$ cat src/rtl/egcu_pkg.sv
`default_nettype none

package egcu_pkg;

  // cell states
  localparam logic [2:0] ST_EMPTY    = 3'd0;
  localparam logic [2:0] ST_HEALTHY  = 3'd1;
  localparam logic [2:0] ST_INFECTED = 3'd2;
  localparam logic [2:0] ST_IMMUNE   = 3'd3;
  localparam logic [2:0] ST_DEAD     = 3'd4;

  // configuration register indexes
  localparam int unsigned CFG_IDX_W  = 3;
  localparam int unsigned CFG_DATA_W = 8;
  localparam logic [CFG_IDX_W-1:0] CFG_GRID_WIDTH  = 3'd0;
  localparam logic [CFG_IDX_W-1:0] CFG_GRID_HEIGHT = 3'd1;
  localparam logic [CFG_IDX_W-1:0] CFG_PROXIMITY   = 3'd2;
  localparam logic [CFG_IDX_W-1:0] CFG_HEALTHY     = 3'd3;
  localparam logic [CFG_IDX_W-1:0] CFG_IMMUNE      = 3'd4;
  localparam logic [CFG_IDX_W-1:0] CFG_DEATH       = 3'd5;
  localparam logic [CFG_IDX_W-1:0] CFG_INF_LENGTH  = 3'd6;

  localparam logic [5:0] COUNT_MAX = 6'd63;

  typedef enum logic [1:0] {
    OP_LOAD   = 2'd0,
    OP_UPDATE = 2'd1,
    OP_COMMIT = 2'd2,
    OP_READ   = 2'd3
  } op_e;

  typedef enum logic [1:0] {
    RES_ZERO   = 2'd0,
    RES_LOAD   = 2'd1,
    RES_READ   = 2'd2,
    RES_UPDATE = 2'd3
  } res_sel_e;

  typedef enum logic [3:0] {
    S_IDLE       = 4'd0,
    S_DISPATCH   = 4'd1,
    S_CENTER     = 4'd2,
    S_SCAN       = 4'd3,
    S_DRAIN      = 4'd4,
    S_DECIDE     = 4'd5,
    S_COPY       = 4'd6,
    S_COPY_DRAIN = 4'd7,
    S_FINISH     = 4'd8
  } state_e;

  typedef struct packed {
    logic     capture;
    logic     load_wr;
    logic     center_rd;
    logic     latch_center;
    logic     scan_init;
    logic     scan_issue;
    logic     decide;
    logic     copy_init;
    logic     copy_issue;
    logic     res_load;
    res_sel_e res_sel;
    logic     out_load;
  } cmd_t;

  typedef struct packed {
    op_e  op;
    logic in_range;
    logic scan_last;
    logic copy_last;
  } sts_t;

endpackage

`default_nettype wire

$ cat src/rtl/egcu_ctrl.sv
`default_nettype none

module egcu_ctrl import egcu_pkg::*; (
  input  wire logic clk_i,
  input  wire logic rst_ni,
  input  wire logic in_valid_i,
  output logic      in_stall_o,
  output logic      out_valid_o,
  input  wire logic out_stall_i,
  input  wire sts_t sts_i,
  output cmd_t      cmd_o
);

  state_e state_q, state_d;
  logic   out_valid_q, out_valid_d;

  always_ff @(posedge clk_i or negedge rst_ni) begin
    if (!rst_ni) begin
      state_q     <= S_IDLE;
      out_valid_q <= 1'b0;
    end else begin
      state_q     <= state_d;
      out_valid_q <= out_valid_d;
    end
  end

  always_comb begin
    state_d    = state_q;
    cmd_o      = '0;
    in_stall_o = 1'b1;
    case (state_q)
      S_IDLE: begin
        in_stall_o = 1'b0;
        if (in_valid_i) begin
          cmd_o.capture = 1'b1;
          state_d       = S_DISPATCH;
        end
      end
      S_DISPATCH: begin
        if (sts_i.op == OP_COMMIT) begin
          cmd_o.copy_init = 1'b1;
          state_d         = S_COPY;
        end else if (!sts_i.in_range) begin
          cmd_o.res_load = 1'b1;
          cmd_o.res_sel  = RES_ZERO;
          state_d        = S_FINISH;
        end else if (sts_i.op == OP_LOAD) begin
          cmd_o.load_wr  = 1'b1;
          cmd_o.res_load = 1'b1;
          cmd_o.res_sel  = RES_LOAD;
          state_d        = S_FINISH;
        end else begin
          cmd_o.center_rd = 1'b1;
          state_d         = S_CENTER;
        end
      end
      S_CENTER: begin
        if (sts_i.op == OP_READ) begin
          cmd_o.res_load = 1'b1;
          cmd_o.res_sel  = RES_READ;
          state_d        = S_FINISH;
        end else begin
          cmd_o.latch_center = 1'b1;
          cmd_o.scan_init    = 1'b1;
          state_d            = S_SCAN;
        end
      end
      S_SCAN: begin
        cmd_o.scan_issue = 1'b1;
        if (sts_i.scan_last) begin
          state_d = S_DRAIN;
        end
      end
      S_DRAIN: begin
        state_d = S_DECIDE;
      end
      S_DECIDE: begin
        cmd_o.decide   = 1'b1;
        cmd_o.res_load = 1'b1;
        cmd_o.res_sel  = RES_UPDATE;
        state_d        = S_FINISH;
      end
      S_COPY: begin
        cmd_o.copy_issue = 1'b1;
        if (sts_i.copy_last) begin
          state_d = S_COPY_DRAIN;
        end
      end
      S_COPY_DRAIN: begin
        cmd_o.res_load = 1'b1;
        cmd_o.res_sel  = RES_ZERO;
        state_d        = S_FINISH;
      end
      S_FINISH: begin
        if (!out_valid_q || !out_stall_i) begin
          cmd_o.out_load = 1'b1;
          state_d        = S_IDLE;
        end
      end
      default: begin
        state_d = S_IDLE;
      end
    endcase
  end

  assign out_valid_d = cmd_o.out_load || (out_valid_q && out_stall_i);
  assign out_valid_o = out_valid_q;

  a_finish_waits: assert property (@(posedge clk_i) disable iff (!rst_ni)
    (state_q == S_FINISH) && out_valid_q && out_stall_i |=> (state_q == S_FINISH))
    else $error("finished result dropped while output stalled");

  a_accept_dispatch: assert property (@(posedge clk_i) disable iff (!rst_ni)
    in_valid_i && !in_stall_o |=> (state_q == S_DISPATCH))
    else $error("accepted request not dispatched");

  a_scan_drain: assert property (@(posedge clk_i) disable iff (!rst_ni)
    (state_q == S_SCAN) && sts_i.scan_last |=> (state_q == S_DRAIN))
    else $error("scan did not end on last offset");

  a_out_load_free: assert property (@(posedge clk_i) disable iff (!rst_ni)
    cmd_o.out_load |-> (!out_valid_q || !out_stall_i))
    else $error("output register overwritten while held");

endmodule

`default_nettype wire

$ cat config.mk
export PLATFORM = sky130hd
export DESIGN_NAME = egcu_ctrl
export DESIGN_NICKNAME = d
export VERILOG_FILES = /design/src/rtl/egcu_pkg.sv /design/src/rtl/egcu_ctrl.sv
export SDC_FILE = /design/constraint.sdc
export NUM_CORES = 1
export LEC_CHECK = 0
export ABC_AREA = 1
export BUFFER_PORTS_ARGS = -buffer_cell sky130_fd_sc_hd__buf_2
export CELL_PAD_IN_SITES_DETAIL_PLACEMENT = 1
export CELL_PAD_IN_SITES_GLOBAL_PLACEMENT = 1
export CORE_MARGIN = 10
export CORE_UTILIZATION = 29
export DETAILED_ROUTE_END_ITERATION = 16
export GPL_TIMING_DRIVEN = 0
export PLACE_DENSITY = 0.9
export SLEW_MARGIN = 20
export SYNTH_ARGS = -nofsm -noshare
export SYNTH_HDL_FRONTEND = slang
export SYNTH_SLANG_ARGS = --single-unit
$ cat constraint.sdc
create_clock -name clk_i -period 2.45 [get_ports clk_i]
set_input_delay 0 -clock clk_i [delete_from_list [all_inputs] [get_ports clk_i]]
set_output_delay 0 -clock clk_i [all_outputs]
set_load 0.01 [all_outputs]
==> impl_metrics.yaml <==
synth:
  yosys_warnings: 0
  syn_nets: 85
  yosys_register_bits: 5
  ys_seq_area_frac: 0.274
  syn_area_um2: 457
  synthMostInstantiatedCell: "nand2_1"
  synth_edf_count: 0
  synthDistinctLibCells: 16
  ys_top_cells_by_count: "nand2_1 (24), inv_1 (14), nand3_1 (8)"
  synthTopCellsByArea: "dfrtp_1 (27%), nand2_1 (20%), inv_1 (12%)"
  synth_top_cell_area_share: 0.274
  postSynth.asyncResetShare: 1.00
  avgSynthCellArea_um2: 6.01
  synth_cells: 76
  synth_area_leader_cell: "dfrtp_1"
  synthFlopType: "dfrtp_1"
route:
  drt_iter0_drc: 1
  vias_per_cell: 4.57
  wirelength_um: 1540
  drc: 0
  route.antenna.remaining_nets: 0
  drt-pass1-iter-count: 4
  dr_total_vias: 553
  post_drt_wl_per_cell_um: 12.7
floorplanning:
  core_area_um2: 1510
  die_x_um: 59.7
  num_io_pins: 24
  rows: 14
  dieArea_um2: 3560
  start_util: 0.303
  die_h_um: 59.7
placed_design:
  port_buffers: 23
  hpwl_um: 1330
  dp_slack_ns: 1.19
  place.gp.congestion: 0.805
  placed_area_um2: 592
worst_hold_path:
  hold_path_class: "input pin to flip-flop"
layout:
  nets: 115
  final_util: 0.424
  drive_gt1_frac: 0.362
  num_antenna_cells: 0
  area_growth_pct: 39.7
  post-route-cell-area_um2: 638
clock_network:
  cts_root_buf: "clkbuf_4"
  clk_latency_ns: 0.24
  clkSinkCount: 5
  post_cts_buffers: 0
  cts_resized: 0
  cts_buffer_depth: 2
  htreeDepth: 1
  cts_tree: "built"
  hold_buffers: 2
  clkTransAtPathRegs_ns: 0.05
  cts_inserted_buffers: 3
global_route:
  first_global_vias: 640
  grt_max_degree: 9
  grt_antenna_before_repair: 0
  track_usage: 0.0930
  overflow: 0
  grt_pass1_wl_um: 2660
timing:
  max_freq_ghz: 0.661
  fin_ws_ns: 0.938
  finalHoldViolCount: 0
  period_needed_ns: 1.51
  fin_setup_tns_ns: 0
  fin_skew_ns: 0.00211
  tightest_slew_ns: 0.243
  setup_viol: 0
  finalCritPeriodShare: 0.617
  grt_setup_unrepaired: "no"
  final-max-slew-violation-count: 0
  max_slew_margin: 0.836
worst_setup_path:
  cp-start-kind: "flip-flop"
  arrival_ns: 1.51
  path_buf_inv: 1
  worstSetupPathType: "flip-flop to output pin"
  crit_fanout: 8
  reg2reg_slack_ns: 1.24
  crit_family: "simple AND/OR/NAND/NOR gates"
  path_cells: "nor2_4, nand3_2, or2_1, nand3_1, buf_2"
  crit_slowest_cell: "dfrtp_1"
  end_kind: "output pin"
  crit_path_max_incr_delay_ns: 0.42
  crit_required_ns: 2.45
pwr:
  power-per-cell-area_nw_per_um2: 1170
  leakage_nw: 0.445
  ir_drop_mv: 0.358
  total_power_mw: 0.748
job:
  drv_cap: 0
run_status:
  status: "finished, final reports clean"
## metal layers
layer	wire (µm)	GRT usage	vias up	part of all wire
li1	-	-	291	-
met1	648	0.0953	251	0.42
met2	828	0.171	11	0.54
met3	62	0.0254	0	0.040
met4	0	0.0385	0	0
met5	0	0	-	0
## cell families (layout without fill, tap and decap cells)
logic type | count (synthesis) | after routing | share of synthesized area
AND/OR/NAND/NOR | 50 | 50 | 0.529
flip-flops | 5 | 5 | 0.274
buffers and inverters | 18 | 47 | 0.156
AO/OA/AOI/OAI | 3 | 3 | 0.0411
## worst min-delay path: cells and delay by family
| family | cells | cell delay (ns) |
|---|---|---|
| and+or+nand+nor | 2 | 0.17 |
| buffers and inverters | 1 | 0.07 |
## path summary, 6_finish.rpt
path | start | to | depth (start not counted)
min in group asynchronous | rst_ni | state_q[2] | 2
max reg2reg | state_q[3] | state_q[2] | 7
min | sts_i[0] | state_q[2] | 3
max in group asynchronous | rst_ni | state_q[0] | 2
max | state_q[3] | cmd_o[3] | 5
min reg2reg | out_valid_o | out_valid_o | 2
## report_power, final
part / switching [mW] / total (mW) / internal [mW]
Combinational: 0.304 / 0.474 / 0.171
Sequential: 0.0561 / 0.178 / 0.122
Clock: 0.0345 / 0.0961 / 0.0616
Total: 0.394 / 0.748 / 0.354
## cell type report
type | instances | area, µm²
Multi-Input combinational cell | 53 | 260
Timing Repair Buffer | 25 | 135
Inverter | 17 | 63.8
Fill cell | 220 | 868
Buffer | 1 | 7.51
Tap cell | 16 | 20.0
Sequential cell | 5 | 125
Clock buffer | 4 | 26.3
## stage by stage
step | hold slack, ns | std cells
2_1_floorplan | -0.296 | 76
6_report | 0.0468 | 121
5_1_grt | 0.0717 | 121
3_3_place_gp | -0.184 | 115
4_1_cts | 0.0395 | 121
3_5_place_dp | -0.178 | 115
## cells in the final DEF (no fill, tap or decap)
master / instances
clkbuf_1: 1
o21ai_2: 1
nor2_4: 1
o21ai_0: 2
buf_4: 1
clkinv_1: 1
nand4_1: 2
nand3_2: 2
dfrtp_1: 5
nor2_1: 6
inv_1: 14
nand3b_1: 1
nand2_1: 24
inv_2: 2
buf_2: 23
clkbuf_4: 3
or2_1: 1
nand3_1: 8
dlygate4sd3_1: 2
nor2_2: 5
## registers in the layout (all words and copies together) (netlist names)
register / flops
state_q: 4
out_valid_o: 1
No activity file was read; power rests on OpenSTA's default activity.
